`config.mk`:
```
export PLATFORM = sky130hd
export DESIGN_NAME = distance_false_color_map_top
export DESIGN_NICKNAME = d
export VERILOG_FILES = /design/src/hdl/dfcm_pkg.sv /design/src/hdl/dfcm_ctrl.sv /design/src/hdl/dfcm_datapath.sv /design/src/hdl/distance_false_color_map_top.sv
export VERILOG_INCLUDE_DIRS = /design/src /design/src/hdl
export SDC_FILE = /design/constraint.sdc
export NUM_CORES = 2
export LEC_CHECK = 0
export BUFFER_PORTS_ARGS = -buffer_cell sky130_fd_sc_hd__buf_2
export CAP_MARGIN = 10
export CORE_MARGIN = 2
export CORE_UTILIZATION = 63
export CTS_CLUSTER_DIAMETER = 40
export CTS_CLUSTER_SIZE = 28
export DETAILED_ROUTE_END_ITERATION = 8
export PLACE_DENSITY = 0.8
export SLEW_MARGIN = 20
export SYNTH_ARGS = -nofsm -noshare
export SYNTH_HDL_FRONTEND = slang
export SYNTH_SLANG_ARGS = --single-unit
```
`constraint.sdc`:
```
create_clock -name clk -period 14.88 [get_ports clk]
set_input_delay 1.488 -clock clk [delete_from_list [all_inputs] [get_ports clk]]
set_output_delay 1.488 -clock clk [all_outputs]
set_load 0.01 [all_outputs]
```
`src/hdl/distance_false_color_map_top_defines.svh`:
```
// ----------------------------------------------------------------------------
// distance false colour map - assertion macros
// shared property wrappers, empty when synthesised
// ----------------------------------------------------------------------------
`ifndef DISTANCE_FALSE_COLOR_MAP_TOP_DEFINES_SVH
`define DISTANCE_FALSE_COLOR_MAP_TOP_DEFINES_SVH

`ifndef SYNTHESIS
// same-cycle implication
`define DFCM_ASSERT_NOW(lbl, clk, rst_n, a, b) \
    lbl: assert property (@(posedge clk) disable iff (!rst_n) (a) |-> (b)) \
        else $error("dfcm assertion failed");
// next-cycle implication
`define DFCM_ASSERT_NEXT(lbl, clk, rst_n, a, b) \
    lbl: assert property (@(posedge clk) disable iff (!rst_n) (a) |=> (b)) \
        else $error("dfcm assertion failed");
`else
`define DFCM_ASSERT_NOW(lbl, clk, rst_n, a, b)
`define DFCM_ASSERT_NEXT(lbl, clk, rst_n, a, b)
`endif

`endif

```
`src/hdl/dfcm_pkg.sv`:
```
// ----------------------------------------------------------------------------
// dfcm_pkg
// shared constants, command and status types and colour mapping functions
// ----------------------------------------------------------------------------
package dfcm_pkg;

    localparam int DIST_WIDTH = 32;
    localparam int DIV_STEPS  = 17;

    localparam logic [16:0] Q_ONE = 17'd65536;

    // floor(x*65536/100) == (x*PCT_RECIP) >> PCT_SHIFT for x up to 100
    localparam logic [23:0] PCT_RECIP = 24'd10737419;
    localparam int          PCT_SHIFT = 14;
    localparam logic [6:0]  PCT_MAX   = 7'd100;
    localparam logic signed [17:0] LO_NEG_THR = -18'sd655;

    localparam logic [1:0] CFG_WIN_LOW  = 2'd0;
    localparam logic [1:0] CFG_WIN_HIGH = 2'd1;
    localparam logic [1:0] CFG_MODE     = 2'd2;
    localparam logic [1:0] CFG_DEF_RGB  = 2'd3;

    localparam logic [3:0] MODE_RGB     = 4'd0;
    localparam logic [3:0] MODE_YEL_RED = 4'd1;
    localparam logic [3:0] MODE_GRAY    = 4'd2;
    localparam logic [3:0] MODE_CMYK    = 4'd3;
    localparam logic [3:0] MODE_HEAT    = 4'd4;
    localparam logic [3:0] MODE_PASTEL  = 4'd5;
    localparam logic [3:0] MODE_RAINBOW = 4'd6;
    localparam logic [3:0] MODE_DEFAULT = 4'd7;
    localparam logic [3:0] MODE_WHITE   = 4'd8;

    typedef struct packed {
        logic gather;
        logic capture;
        logic norm;
        logic window;
        logic div_step;
        logic div_to_c;
        logic load_out;
    } dfcm_cmd_t;

    typedef struct packed {
        logic norm_direct;
        logic win_direct;
        logic div_last;
        logic out_busy;
    } dfcm_sts_t;

    function automatic logic [7:0] ramp_255(input logic [16:0] x);
        logic [24:0] p;
        p = 25'(x) * 25'd255;
        return p[24] ? 8'd255 : p[23:16];
    endfunction

    function automatic logic [7:0] ramp_1020(input logic [16:0] x);
        logic [26:0] p;
        p = 27'(x) * 27'd1020;
        return (|p[26:24]) ? 8'd255 : p[23:16];
    endfunction

    function automatic logic [7:0] cmyk_chan(input logic [16:0] v);
        logic [32:0] p1;
        logic [40:0] p2;
        p1 = 33'(v) * 33'd52429;
        p2 = {p1, 8'b0} - 41'(p1);
        return p2[40] ? 8'd255 : p2[39:32];
    endfunction

    function automatic logic [7:0] pastel(input logic [16:0] x);
        logic [22:0] p;
        logic [8:0]  s;
        p = 23'(x) * 23'd55;
        s = 9'd200 + 9'(p[22:16]);
        return s[8] ? 8'd255 : s[7:0];
    endfunction

    function automatic logic [23:0] rainbow(input logic [16:0] c);
        logic [25:0] hp;
        logic [8:0]  h;
        logic [2:0]  sec;
        logic [8:0]  base;
        logic [5:0]  rr;
        logic [13:0] n;
        logic [28:0] up_p;
        logic [7:0]  up;
        logic [7:0]  dn;
        logic [23:0] rgb;
        // c*360 as shift and add
        hp = (26'(c) << 8) + (26'(c) << 6) + (26'(c) << 5) + (26'(c) << 3);
        h = hp[24:16];
        if (h == 9'd360)
        begin
            h = 9'd0;
        end
        if (h >= 9'd300)      begin sec = 3'd5; base = 9'd300; end
        else if (h >= 9'd240) begin sec = 3'd4; base = 9'd240; end
        else if (h >= 9'd180) begin sec = 3'd3; base = 9'd180; end
        else if (h >= 9'd120) begin sec = 3'd2; base = 9'd120; end
        else if (h >= 9'd60)  begin sec = 3'd1; base = 9'd60;  end
        else                  begin sec = 3'd0; base = 9'd0;   end
        rr = 6'(h - base);
        // rounded rr*255/60 via reciprocal
        n = (14'(rr) << 8) - 14'(rr) + 14'd30;
        up_p = 29'(n) * 29'd17477;
        up = up_p[27:20];
        dn = 8'd255 - up;
        case (sec)
            3'd0:    rgb = {8'd255, up, 8'd0};
            3'd1:    rgb = {dn, 8'd255, 8'd0};
            3'd2:    rgb = {8'd0, 8'd255, up};
            3'd3:    rgb = {8'd0, dn, 8'd255};
            3'd4:    rgb = {up, 8'd0, 8'd255};
            default: rgb = {8'd255, 8'd0, dn};
        endcase
        return rgb;
    endfunction

    function automatic logic [23:0] map_colour(input logic [16:0] c,
                                               input logic [3:0]  mode,
                                               input logic [23:0] drgb);
        logic [16:0] inv;
        logic [18:0] c3;
        logic [16:0] m_arg;
        logic [16:0] y_arg;
        logic [23:0] rgb;
        inv = Q_ONE - c;
        c3 = (19'(c) << 1) + 19'(c);
        m_arg = Q_ONE - c3[18:2];
        y_arg = Q_ONE - (inv >> 1);
        case (mode)
            MODE_RGB:
            begin
                if (c <= 17'd16384)
                    rgb = {8'd255, ramp_1020(c), 8'd0};
                else if (c <= 17'd32768)
                    rgb = {ramp_1020(17'd32768 - c), 8'd255, 8'd0};
                else if (c <= 17'd49152)
                    rgb = {8'd0, 8'd255, ramp_1020(c - 17'd32768)};
                else
                    rgb = {8'd0, ramp_1020(inv), 8'd255};
            end
            MODE_YEL_RED: rgb = {8'd255, ramp_255(inv), 8'd0};
            MODE_GRAY:    rgb = {ramp_255(c), ramp_255(c), ramp_255(c)};
            MODE_CMYK:    rgb = {cmyk_chan(c), cmyk_chan(m_arg), cmyk_chan(y_arg)};
            MODE_HEAT:    rgb = {ramp_255(c), 8'd0, ramp_255(inv)};
            MODE_PASTEL:  rgb = {8'd255, pastel(c), pastel(inv)};
            MODE_RAINBOW: rgb = rainbow(c);
            MODE_DEFAULT: rgb = drgb;
            MODE_WHITE:   rgb = 24'hFFFFFF;
            default:      rgb = 24'h000000;
        endcase
        return rgb;
    endfunction

endpackage

```
`src/hdl/dfcm_ctrl.sv`:
```
// ----------------------------------------------------------------------------
// dfcm_ctrl
// sequencer for gather items and the colour pass: normalise, window, map and hand over
// ----------------------------------------------------------------------------
module dfcm_ctrl import dfcm_pkg::*;
(
    input  logic      clk,
    input  logic      rst_n,
    input  logic      dist_valid,
    input  logic      phase,
    output logic      dist_stall,
    input  dfcm_sts_t sts,
    output dfcm_cmd_t cmd
);

    typedef enum logic [2:0] {
        S_IDLE,
        S_NORM,
        S_DIV1,
        S_WIN,
        S_DIV2,
        S_MAP
    } state_t;

    state_t state_reg;
    state_t state_next;
    logic   stall_reg;
    logic   accept;

    assign accept     = dist_valid && !stall_reg;
    assign dist_stall = stall_reg;

    always_comb
    begin
        cmd        = '0;
        state_next = state_reg;
        case (state_reg)
            S_IDLE:
            begin
                cmd.gather  = accept && !phase;
                cmd.capture = accept && phase;
                if (accept && phase)
                    state_next = S_NORM;
            end
            S_NORM:
            begin
                cmd.norm   = 1'b1;
                state_next = sts.norm_direct ? S_WIN : S_DIV1;
            end
            S_DIV1:
            begin
                cmd.div_step = 1'b1;
                if (sts.div_last)
                    state_next = S_WIN;
            end
            S_WIN:
            begin
                cmd.window = 1'b1;
                state_next = sts.win_direct ? S_MAP : S_DIV2;
            end
            S_DIV2:
            begin
                cmd.div_step = 1'b1;
                cmd.div_to_c = 1'b1;
                if (sts.div_last)
                    state_next = S_MAP;
            end
            S_MAP:
            begin
                // wait for the output register to drain
                if (!sts.out_busy)
                begin
                    cmd.load_out = 1'b1;
                    state_next   = S_IDLE;
                end
            end
            default:
            begin
                state_next = S_IDLE;
            end
        endcase
    end

    always_ff @(posedge clk or negedge rst_n)
    begin
        if (!rst_n)
        begin
            state_reg <= S_IDLE;
            stall_reg <= 1'b0;
        end
        else
        begin
            state_reg <= state_next;
            stall_reg <= (state_next != S_IDLE);
        end
    end

endmodule

```
`src/hdl/dfcm_datapath.sv`:
```
// ----------------------------------------------------------------------------
// dfcm_datapath
// config registers, min and max tracking, shared serial divider, window
// thresholds, colour lookup and output register
// ----------------------------------------------------------------------------
module dfcm_datapath import dfcm_pkg::*;
(
    input  logic        clk,
    input  logic        rst_n,
    input  logic        cfg_valid,
    input  logic [1:0]  cfg_index,
    input  logic [23:0] cfg_data,
    input  logic [31:0] distance,
    input  logic        first,
    input  dfcm_cmd_t   cmd,
    output dfcm_sts_t   sts,
    input  logic        color_stall,
    output logic        color_valid,
    output logic [7:0]  red,
    output logic [7:0]  green,
    output logic [7:0]  blue
);

    logic [6:0]  win_low_reg;
    logic [6:0]  win_high_reg;
    logic [3:0]  mode_reg;
    logic [23:0] drgb_reg;

    logic [DIST_WIDTH-1:0] min_reg;
    logic [DIST_WIDTH-1:0] max_reg;
    logic [DIST_WIDTH-1:0] d;
    logic [DIST_WIDTH-1:0] d_reg;

    logic [6:0]  lo_pct;
    logic [6:0]  hi_pct;
    logic [30:0] lo_prod_reg;
    logic [30:0] hi_prod_reg;
    logic        lo_neg_reg;
    logic signed [17:0] lo_thr;
    logic signed [17:0] hi_thr;
    logic signed [17:0] fs;
    logic signed [17:0] win_num;
    logic signed [17:0] win_den;

    logic [16:0] f_reg;
    logic [16:0] c_reg;
    logic [16:0] f_direct;
    logic        flat_or_low;

    logic [DIST_WIDTH:0]   rem_reg;
    logic [DIST_WIDTH-1:0] dvs_reg;
    logic [16:0]           quo_reg;
    logic [4:0]            cnt_reg;
    logic [DIST_WIDTH:0]   trial;
    logic [DIST_WIDTH:0]   dvs_ext;
    logic                  ge;
    logic [DIST_WIDTH:0]   rem_next;
    logic [16:0]           quo_next;

    logic        color_valid_reg;
    logic [23:0] rgb_reg;

    assign d = distance[DIST_WIDTH-1:0];

    // configuration
    always_ff @(posedge clk or negedge rst_n)
    begin
        if (!rst_n)
        begin
            win_low_reg  <= 7'd0;
            win_high_reg <= PCT_MAX;
            mode_reg     <= MODE_RGB;
            drgb_reg     <= 24'd0;
        end
        else if (cfg_valid)
        begin
            case (cfg_index)
                CFG_WIN_LOW:  win_low_reg  <= cfg_data[6:0];
                CFG_WIN_HIGH: win_high_reg <= cfg_data[6:0];
                CFG_MODE:     mode_reg     <= cfg_data[3:0];
                CFG_DEF_RGB:  drgb_reg     <= cfg_data;
                default:      ;
            endcase
        end
    end

    // running min and max
    always_ff @(posedge clk or negedge rst_n)
    begin
        if (!rst_n)
        begin
            min_reg <= '1;
            max_reg <= '0;
        end
        else if (cmd.gather)
        begin
            if (first)
            begin
                min_reg <= d;
                max_reg <= d;
            end
            else
            begin
                if (d < min_reg)
                    min_reg <= d;
                if (d > max_reg)
                    max_reg <= d;
            end
        end
    end

    // window thresholds
    assign lo_pct = (win_low_reg > PCT_MAX) ? PCT_MAX : win_low_reg;
    assign hi_pct = (win_high_reg > PCT_MAX) ? PCT_MAX : win_high_reg;

    always_ff @(posedge clk)
    begin
        if (cmd.capture)
        begin
            d_reg       <= d;
            lo_neg_reg  <= (lo_pct == 7'd0);
            lo_prod_reg <= 31'(lo_pct - 7'd1) * 31'(PCT_RECIP);
            hi_prod_reg <= 31'(hi_pct) * 31'(PCT_RECIP);
        end
    end

    // a zero low handle truncates toward zero
    assign lo_thr = lo_neg_reg ? LO_NEG_THR
                               : $signed({1'b0, lo_prod_reg[PCT_SHIFT+16:PCT_SHIFT]});
    assign hi_thr = $signed({1'b0, hi_prod_reg[PCT_SHIFT+16:PCT_SHIFT]});
    assign fs     = $signed({1'b0, f_reg});
    assign win_num = fs - lo_thr;
    assign win_den = hi_thr - lo_thr;

    assign flat_or_low = (max_reg <= min_reg) || (d_reg <= min_reg);
    assign f_direct    = flat_or_low ? 17'd0 : Q_ONE;

    assign sts.norm_direct = flat_or_low || (d_reg >= max_reg);
    assign sts.win_direct  = (fs < lo_thr) || (fs > hi_thr) || (hi_thr <= lo_thr);
    assign sts.div_last    = (cnt_reg == 5'(DIV_STEPS - 1));

    // restoring divider, first step without shift
    assign trial    = (cnt_reg == 5'd0) ? rem_reg : {rem_reg[DIST_WIDTH-1:0], 1'b0};
    assign dvs_ext  = {1'b0, dvs_reg};
    assign ge       = (trial >= dvs_ext);
    assign rem_next = ge ? (trial - dvs_ext) : trial;
    assign quo_next = {quo_reg[15:0], ge};

    always_ff @(posedge clk or negedge rst_n)
    begin
        if (!rst_n)
        begin
            cnt_reg <= 5'd0;
        end
        else if (cmd.norm || cmd.window)
        begin
            cnt_reg <= 5'd0;
        end
        else if (cmd.div_step)
        begin
            cnt_reg <= cnt_reg + 5'd1;
        end
    end

    always_ff @(posedge clk)
    begin
        if (cmd.norm)
        begin
            f_reg   <= f_direct;
            rem_reg <= {1'b0, d_reg - min_reg};
            dvs_reg <= max_reg - min_reg;
            quo_reg <= 17'd0;
        end
        else if (cmd.window)
        begin
            // below the low threshold wins over above the high one
            if ((fs >= lo_thr) && (fs > hi_thr))
                c_reg <= Q_ONE;
            else
                c_reg <= 17'd0;
            rem_reg <= (DIST_WIDTH+1)'(win_num[16:0]);
            dvs_reg <= DIST_WIDTH'(win_den[16:0]);
            quo_reg <= 17'd0;
        end
        else if (cmd.div_step)
        begin
            rem_reg <= rem_next;
            quo_reg <= quo_next;
            if (sts.div_last)
            begin
                if (cmd.div_to_c)
                    c_reg <= quo_next;
                else
                    f_reg <= quo_next;
            end
        end
    end

    // output register
    assign sts.out_busy = color_valid_reg && color_stall;

    always_ff @(posedge clk or negedge rst_n)
    begin
        if (!rst_n)
        begin
            color_valid_reg <= 1'b0;
        end
        else if (cmd.load_out)
        begin
            color_valid_reg <= 1'b1;
        end
        else if (!color_stall)
        begin
            color_valid_reg <= 1'b0;
        end
    end

    always_ff @(posedge clk)
    begin
        if (cmd.load_out)
            rgb_reg <= map_colour(c_reg, mode_reg, drgb_reg);
    end

    assign color_valid = color_valid_reg;
    assign red         = rgb_reg[23:16];
    assign green       = rgb_reg[15:8];
    assign blue        = rgb_reg[7:0];

endmodule

```
`src/hdl/distance_false_color_map_top.sv`:
```
// ----------------------------------------------------------------------------
// distance_false_color_map_top
// maps streamed Q16.16 distances to 8-bit false colours
// ----------------------------------------------------------------------------
//  channel   direction  handshake              payload
//  dist      in         dist_valid/dist_stall  distance, phase, first
//  color     out        color_valid/color_stall red, green, blue
//  cfg       in         cfg_valid/cfg_ready    cfg_index, cfg_data
//
//  a gather item is taken without a stall; a colour item holds the input off
//  from its transfer to the next one, with a pass through the shared
//  17-step serial divider for normalise and for window unless either is direct
//  dist_stall is high while a colour item is in work, longer while the output
//  register still holds an unsent colour
//  a finished colour waits in the output register while the next item enters
//  reset clears min to all ones, max to zero and the registers to 0, 100, 0, 0
// ----------------------------------------------------------------------------
`include "distance_false_color_map_top_defines.svh"

module distance_false_color_map_top import dfcm_pkg::*;
(
    input  logic        clk,
    input  logic        rst_n,
    input  logic        dist_valid,
    output logic        dist_stall,
    input  logic [31:0] distance,
    input  logic        phase,
    input  logic        first,
    output logic        color_valid,
    input  logic        color_stall,
    output logic [7:0]  red,
    output logic [7:0]  green,
    output logic [7:0]  blue,
    input  logic        cfg_valid,
    output logic        cfg_ready,
    input  logic [1:0]  cfg_index,
    input  logic [23:0] cfg_data
);

    dfcm_cmd_t cmd;
    dfcm_sts_t sts;

    assign cfg_ready = 1'b1;

    dfcm_ctrl u_ctrl
    (
        .clk        (clk),
        .rst_n      (rst_n),
        .dist_valid (dist_valid),
        .phase      (phase),
        .dist_stall (dist_stall),
        .sts        (sts),
        .cmd        (cmd)
    );

    dfcm_datapath u_datapath
    (
        .clk         (clk),
        .rst_n       (rst_n),
        .cfg_valid   (cfg_valid),
        .cfg_index   (cfg_index),
        .cfg_data    (cfg_data),
        .distance    (distance),
        .first       (first),
        .cmd         (cmd),
        .sts         (sts),
        .color_stall (color_stall),
        .color_valid (color_valid),
        .red         (red),
        .green       (green),
        .blue        (blue)
    );

    // never overwrite a colour still waiting for transfer
    `DFCM_ASSERT_NOW(a_no_overwrite, clk, rst_n, cmd.load_out, !(color_valid && color_stall))
    // divider only runs while inputs are held off
    `DFCM_ASSERT_NOW(a_div_busy, clk, rst_n, cmd.div_step, dist_stall)
    // a colour item blocks the input in the next cycle
    `DFCM_ASSERT_NEXT(a_capture_stalls, clk, rst_n, cmd.capture, dist_stall)
    // a loaded colour is offered in the next cycle
    `DFCM_ASSERT_NEXT(a_load_valid, clk, rst_n, cmd.load_out, color_valid)

endmodule
```
# Word level (Yosys, flattened, before mapping)
# Index checks and enable logic that the tools add are counted.
[word_totals]
ff_bits = 350
input_bits = 65
output_inout_bits = 27
elab_cells = 225
[op_classes]
n_addsub = 25
n_mul = 14
magnitude_cmp = 20
eq_ne = 25
n_mux = 76
bitwise = 1
reduce_logical = 43
[ops]
columns = ["op", "n"]
rows = [
  ["32-bit 2-to-1 mux", 9],
  ["24-bit case mux with 9 select lines", 1],
  ["17-bit 2-to-1 mux", 11],
  ["17-bit by 8-bit multiplier with 25-bit output, second input constant", 6],
  ["41-bit by 33-bit subtractor with 41-bit output", 3],
  ["24-bit case mux with 5 select lines", 1],
  ["17-bit by 16-bit multiplier with 33-bit output, second input constant", 3],
  ["8-bit 2-to-1 mux", 11],
  ["33-bit 2-to-1 mux", 2],
  ["32-bit less-or-equal comparator", 2],
  ["32-bit subtractor", 2],
  ["24-bit 2-to-1 mux", 2],
  ["17-bit by 6-bit multiplier with 23-bit output, second input constant", 2],
  ["6-bit 2-to-1 mux", 7],
  ["17-bit by 16-bit less-or-equal comparator with 1-bit output, second input constant", 2],
  ["17-bit subtractor", 2],
  ["17-bit subtractor, first input constant", 2],
  ["33-bit by 32-bit >= comparator with 1-bit output", 1],
  ["33-bit by 32-bit subtractor with 33-bit output", 1],
  ["32-bit >= comparator", 1],
  ["32-bit > comparator", 1],
  ["32-bit less-than comparator", 1],
  ["31-bit by 24-bit multiplier with 31-bit output, second input constant", 1],
  ["7-bit by 24-bit multiplier with 31-bit output, second input constant", 1],
  ["other kinds (61)", 129],
]

# Longest topological paths before layout
[depth]
depth_word = 22
ltp_mapped = 50
mapped_depth_nobuf = 48

# Cells and area by module
# A second synthesis with hierarchy kept.
[unflattened]
cells_unflattened = 6750
area_unflattened_um2 = 62925.4
[modules_own_cells]
columns = ["mod", "instances", "cells_each", "area_per_inst_um2", "seq_area_each_um2"]
rows = [
  ["dfcm_datapath", 1, 6720, 62638.8, 8862.2],
  ["dfcm_ctrl", 1, 28, 275.3, 100.1],
  ["distance_false_color_map_top", 1, 2, 11.3, 0.0],
]

# Worst setup path before layout
# Ideal clock, no wire load.
[synth_path]
kind = "flip-flop to flip-flop"
start = "register u_datapath.c_reg[3]"
end = "register u_datapath.rgb_reg[21], data pin"
setup_time_ns = 0.158
t_arrival_ns = 11.623
t_required_ns = 14.722
path_slack_ns = 3.099
path_stages_with_launch = 48
n_path_buf = 2
synth_period_minus_slack_ns = 11.781
cell_sequence = "edfxtp_1 > inv_1 > fa_1 > inv_1 > fa_1 > ha_1 > a311o_1 > a21o_1 > a221oi_4 > xnor2_1 > inv_1 > ha_1 > nand2_1 > nor3_2 > and4b_1 > buf_4 > a21oi_1 > clkbuf_1 > [12 not listed] > inv_1 > fa_1 > fa_1 > fa_1 > inv_1 > ha_1 > and2_1 > nand3_1 > or3_1 > o2111a_1 > and2_1 > a31oi_1 > o2111ai_2 > o21bai_1 > a21oi_2 > xnor2_1 > mux2_2 > o211ai_1"
[synth_between]
elab_chain_len = 22
elab_cells_between_ends = 51
cone_classes = "add/sub (9); mul (4); order compare (7); eq/ne (5); mux (24); reduce/logical (2)"
[synth_lines]
columns = ["element", "line", "rtl"]
rows = [
  ["from (decl)", "dfcm_datapath.sv:46", "logic [16:0] c_reg;"],
  ["from (signal assigned)", "dfcm_datapath.sv:192", "c_reg <= quo_next;"],
  ["25-bit by 23-bit adder with 25-bit output", "dfcm_pkg.sv:90", "hp = (26'(c) << 8) + (26'(c) << 6) + (26'(c) << 5) + (26'(c) << 3);"],
  ["25-bit by 22-bit adder with 25-bit output", "dfcm_pkg.sv:90", ""],
  ["25-bit by 20-bit adder with 25-bit output", "dfcm_pkg.sv:90", ""],
  ["9-bit == test", "dfcm_pkg.sv:92", "if (h == 9'd360)"],
  ["9-bit 2-to-1 mux", "dfcm_pkg.sv:92", ""],
  ["9-bit 2-to-1 mux", "dfcm_pkg.sv:131", "case (mode)"],
  ["9-bit 2-to-1 mux", "dfcm_datapath.sv:220", "if (cmd.load_out)"],
  ["9-bit by 6-bit >= comparator with 1-bit output", "dfcm_pkg.sv:100", "else if (h >= 9'd60) begin sec = 3'd1; base = 9'd60; end"],
  ["[6 not listed]", "n/a", ""],
  ["6-bit 2-to-1 mux", "dfcm_datapath.sv:220", ""],
  ["6-bit subtractor", "dfcm_pkg.sv:102", "rr = 6'(h - base);"],
  ["14-bit by 6-bit subtractor with 14-bit output", "dfcm_pkg.sv:104", "n = (14'(rr) << 8) - 14'(rr) + 14'd30;"],
  ["14-bit by 5-bit adder with 14-bit output", "dfcm_pkg.sv:104", ""],
  ["14-bit by 15-bit multiplier with 28-bit output", "dfcm_pkg.sv:105", "up_p = 29'(n) * 29'd17477;"],
  ["8-bit subtractor", "dfcm_pkg.sv:107", "dn = 8'd255 - up;"],
  ["24-bit case mux with 5 select lines", "dfcm_pkg.sv:108", "case (sec)"],
  ["24-bit case mux with 9 select lines *", "dfcm_pkg.sv:131", ""],
  ["to (signal assigned)", "dfcm_datapath.sv:221", "rgb_reg <= map_colour(c_reg, mode_reg, drgb_reg);"],
  ["to (decl)", "dfcm_datapath.sv:61", "logic [23:0] rgb_reg;"],
]
# Mark *: on every way between the ends. The rest lies on a longest branch, timed or not. The select of a mux whose other input is x is not followed.
# A chain may end at the register's enable or synchronous reset.

# Worst setup path in the final report
[layout_path]
start = "register u_datapath.c_reg[3]"
end = "register u_datapath.rgb_reg[14], data pin"
# The elaborated chain is that of the path after synthesis.

==> metrics.md <==
| Metric | Value |
|---|---|
| First-pass GRT wire length | `~270000 um` |
| Synth area leader | `ha_1` |
| R2r setup slk | `1.61 ns` |
| Residual DRC | `0` |
| Crit path kind | `reg -> reg` |
| # rows | `around 120` |
| Port-buffer cells | `90` |
| Largest net degree at the start of global routing | `70` |
| Worst Path Buf+Inv | `4` |
| Synth unique cells | `between 100 and 150` |
| Largest register FFs | `33` |
| Yosys warns | `0` |
| Relative slew slack | `a little over a fifth` |
| CP delay by family, top | `compound AO/OA/AOI/OAI gates` |
| CTS H-tree depth | `2` |
| GRT Total Usage | `roughly a third` |
| Clock latency on the worst-skew pair | `between 0.6 and 0.7 ns` |
| Nets | `about 8900` |
| WL/cell | `20.66 um` |
| Slew of the pin with the lowest slew margin | `around 1.2 ns` |
| P&R area growth vs syn | `6.436%` |
| Die area | `about 0.10 mm2` |
| Post-Synthesis Cells | `a little under 7000` |
| Vias per cell | `between 6 and 7` |
| CP max stage delay | `a little over 0.8 ns` |
| Post-detail-place hpwl | `145400 um` |
| Antenna violations before repair | `8` |
| Clock Tree Root | `clkbuf_16` |
| Worst-path clk slew | `0.06 ns` |
| #FFs+latches synth | `between 300 and 400` |
| RD Place Congestion | `a little over 1` |
| Crit share post-route | `89.21%` |
| Vias in the first global route | `around 50000` |
| Status | `completed` |
| Hold-critical path endpoint | `u_datapath.quo_reg[11]` |
| Ranking of synthesized cells by area | `ha_1 25%, fa_1 21%, edfxtp_1 8.8%, inv_1 7.2%, dfrtp_1 3.2%` |
| Sequential fraction of the synthesis area | `between 10% and 20%` |
| Slowest CP cell | `edfxtp_1` |
| RR Endpoint | `u_datapath.rgb_reg[14]` |
| Synthesized cell area | `approximately 0.064 mm2` |
| Overall routed net length | `171900 um` |
| CTS tree | `yes` |
| Initial DRC count | `3487` |
| GRT overflow | `0` |
| Post-synthesis compound-gate area fraction | `between 10% and 20%` |
| Syn Area/Cell | `9.449 um2` |
| CP Max Fanout | `13` |
| Max Fclk | `75.34 MHz` |
| Share of flip-flops with an asynchronous set or reset | `36.02%` |
| Final Setup Violations | `0` |
| Hold_buf cts | `0` |
| ANT cells | `0` |
| Clock Path Buffers | `3` |
| Setup TNS | `0 ns` |
| Clock Sinks | `between 300 and 400` |
| Post-CTS setup buffer count | `0` |
| Crit Reg-Reg Startpoint | `u_datapath.c_reg[3]` |
| Final Hold Viols | `0` |
| WP data required | `15.21 ns` |
| Initial DRT Pass Iterations | `6` |
| Worst Setup Start Kind | `flop` |
| Worst hold path type | `reg -> reg` |
| Die W | `approximately 320 um` |
| Synth top area share | `approximately 25%` |
| Die height | `323.5 um` |
| Post-synth EDFFs | `189` |
| Largest family of logic cells by synthesized area | `adder cells` |
| Initial Util | `a little under two thirds` |
| Via count | `around 50000` |
| Multiplexer share of the synthesized area | `roughly 3.0%` |
| Fin crit period | `13.27 ns` |
| Post-DRT Antenna Nets | `0` |
| Fraction of layout instances using a drive strength above 1 | `7.146%` |
| CP endpoint kind | `flop` |
| I/O pin cnt | `92` |
| Hold Crit Depth | `2` |
| RSZ-0062 raised after global routing | `false` |
| Primary FF master, synth | `edfxtp_1` |
| Worst path arrival time | `13.60 ns` |
| Hold path startpoint | `u_datapath.quo_reg[10]` |
| Core box area | `between 0.1 and 0.15 mm2` |
| R2R cell count | `40` |
| Synth Area in XOR/XNOR | `5.222%` |
| Simple-Gate Fraction of Synth Area | `roughly a tenth` |
| CTS resizes | `0` |
| Max-cap violation count | `0` |
| Final Slew Violations | `0` |
| Cts bufs inserted | `54` |
| Most used cell, CP | `ha_1` |
| Synth Area in Adders | `between 40% and 50%` |
| Setup Skew | `roughly 0.063 ns` |
-- stage by stage --
step           std cells  cell area [um2]  utilization (%)  setup WS (ns)  hold WS (ns)
6_report            8323            68450            67.47          1.606        0.4818
5_1_grt             8323            68450            67.47         0.6854        0.5286
4_1_cts             8321            68400            67.42          1.737        0.4847
3_5_place_dp        8219            66550            65.60          1.805        0.4849
3_3_place_gp        8219            66550            65.59          2.181        0.4714
2_1_floorplan       6809            64320                -          3.099        0.4496
-- how the worst max path moves through the flow --
stage | start | end | slack [ns] | depth (start not counted)
after CTS | u_datapath.c_reg[3] | u_datapath.rgb_reg[14] | 1.74 | 42
after detailed placement | u_datapath.c_reg[3] | u_datapath.rgb_reg[14] | 1.81 | 42
after floorplan | u_datapath.c_reg[3] | u_datapath.rgb_reg[21] | 3.10 | 47
final | u_datapath.c_reg[3] | u_datapath.rgb_reg[14] | 1.61 | 40
after global routing | u_datapath.c_reg[3] | u_datapath.rgb_reg[14] | 0.69 | 42
after global placement | u_datapath.c_reg[3] | u_datapath.rgb_reg[14] | 2.18 | 42
-- cell usage after synthesis (all sizes together) (22+ instances only) --
| cell type | instances |
|---|---|
| and3 | 49 |
| nand3 | 100 |
| or3 | 38 |
| o22ai | 22 |
| a211oi | 55 |
| o21a | 84 |
| a21o | 189 |
| ha | 1294 |
| nor2 | 339 |
| o21bai | 30 |
| o21ai | 239 |
| a31oi | 54 |
| xor2 | 139 |
| nand2b | 60 |
| nand2 | 279 |
| nor3 | 116 |
| mux2 | 141 |
| and2 | 65 |
| xnor2 | 235 |
| fa | 680 |
| o31ai | 32 |
| inv | 1243 |
| nor4 | 22 |
| clkbuf | 84 |
| nand4 | 81 |
| dfstp | 35 |
| dfrtp | 81 |
| nor2b | 72 |
| a21oi | 349 |
| edfxtp | 189 |
| a21boi | 26 |
| o211ai | 38 |
| mux2i | 37 |
| or2 | 29 |
-- per-layer routing --
| metal | vias to the layer above | wire (um) | GRT usage [%] |
|---|---|---|---|
| met2 | 1733 | 78700 | 53.89 |
| li1 | 23521 | - | - |
| met1 | 24411 | 72660 | 43.97 |
| met3 | 380 | 12300 | 5.688 |
| met5 | - | 26 | 0 |
| met4 | 4 | 8234 | 14.16 |
-- layout make-up --
class	count	area (um2)
clock buffers	59	1391
multi-input cells	5147	50390
clock inverters	43	456.7
well taps	1368	1712
fillers	7978	33000
inverters	1245	4673
repair buffers	139	864.6
flip-flops and latches	322	8962
-- cell families after synthesis --
family | after synthesis
XOR/XNOR | 376
buffers and inverters | 1340
flip-flops | 322
AO/OA/AOI/OAI | 1297
AND/OR/NAND/NOR | 1317
other | 2
multiplexers | 178
adder cells (fa/ha/maj) | 1974
-- placed cells by master, fill, tap and decap left out, types with 54 or more instances in the layout --
master	netlist	routed
nor3_1	114	112
nand4_1	81	81
clkbuf_16	0	55
inv_1	1242	1242
nand2b_1	60	60
nor2b_1	70	70
mux2_2	140	140
xnor2_1	230	230
edfxtp_1	189	189
o21a_1	84	84
nand3_1	100	100
o21ai_0	232	231
and2_1	64	63
a31oi_1	54	54
a211oi_1	55	55
a21o_1	189	189
ha_1	1294	1294
a21oi_1	347	344
nor2_1	339	335
nand2_1	278	277
fa_1	680	680
dfrtp_1	81	81
xor2_1	139	139
buf_2	5	89
-- worst reg2reg max path: cells and delay by family (launching register included) --
| kind | cells | cell delay (ns) |
|---|---|---|
| compound gates | 17 | 4.65 |
| xor+xnor | 2 | 0.33 |
| fa+ha+maj | 9 | 3.91 |
| buf+inv | 4 | 0.70 |
| flops | 1 | 0.81 |
| mux | 1 | 0.39 |
| simple gates | 7 | 2.21 |
Power is not shown: default switching activity piles up to over one toggle a cycle in this logic, so the estimate is an artifact.
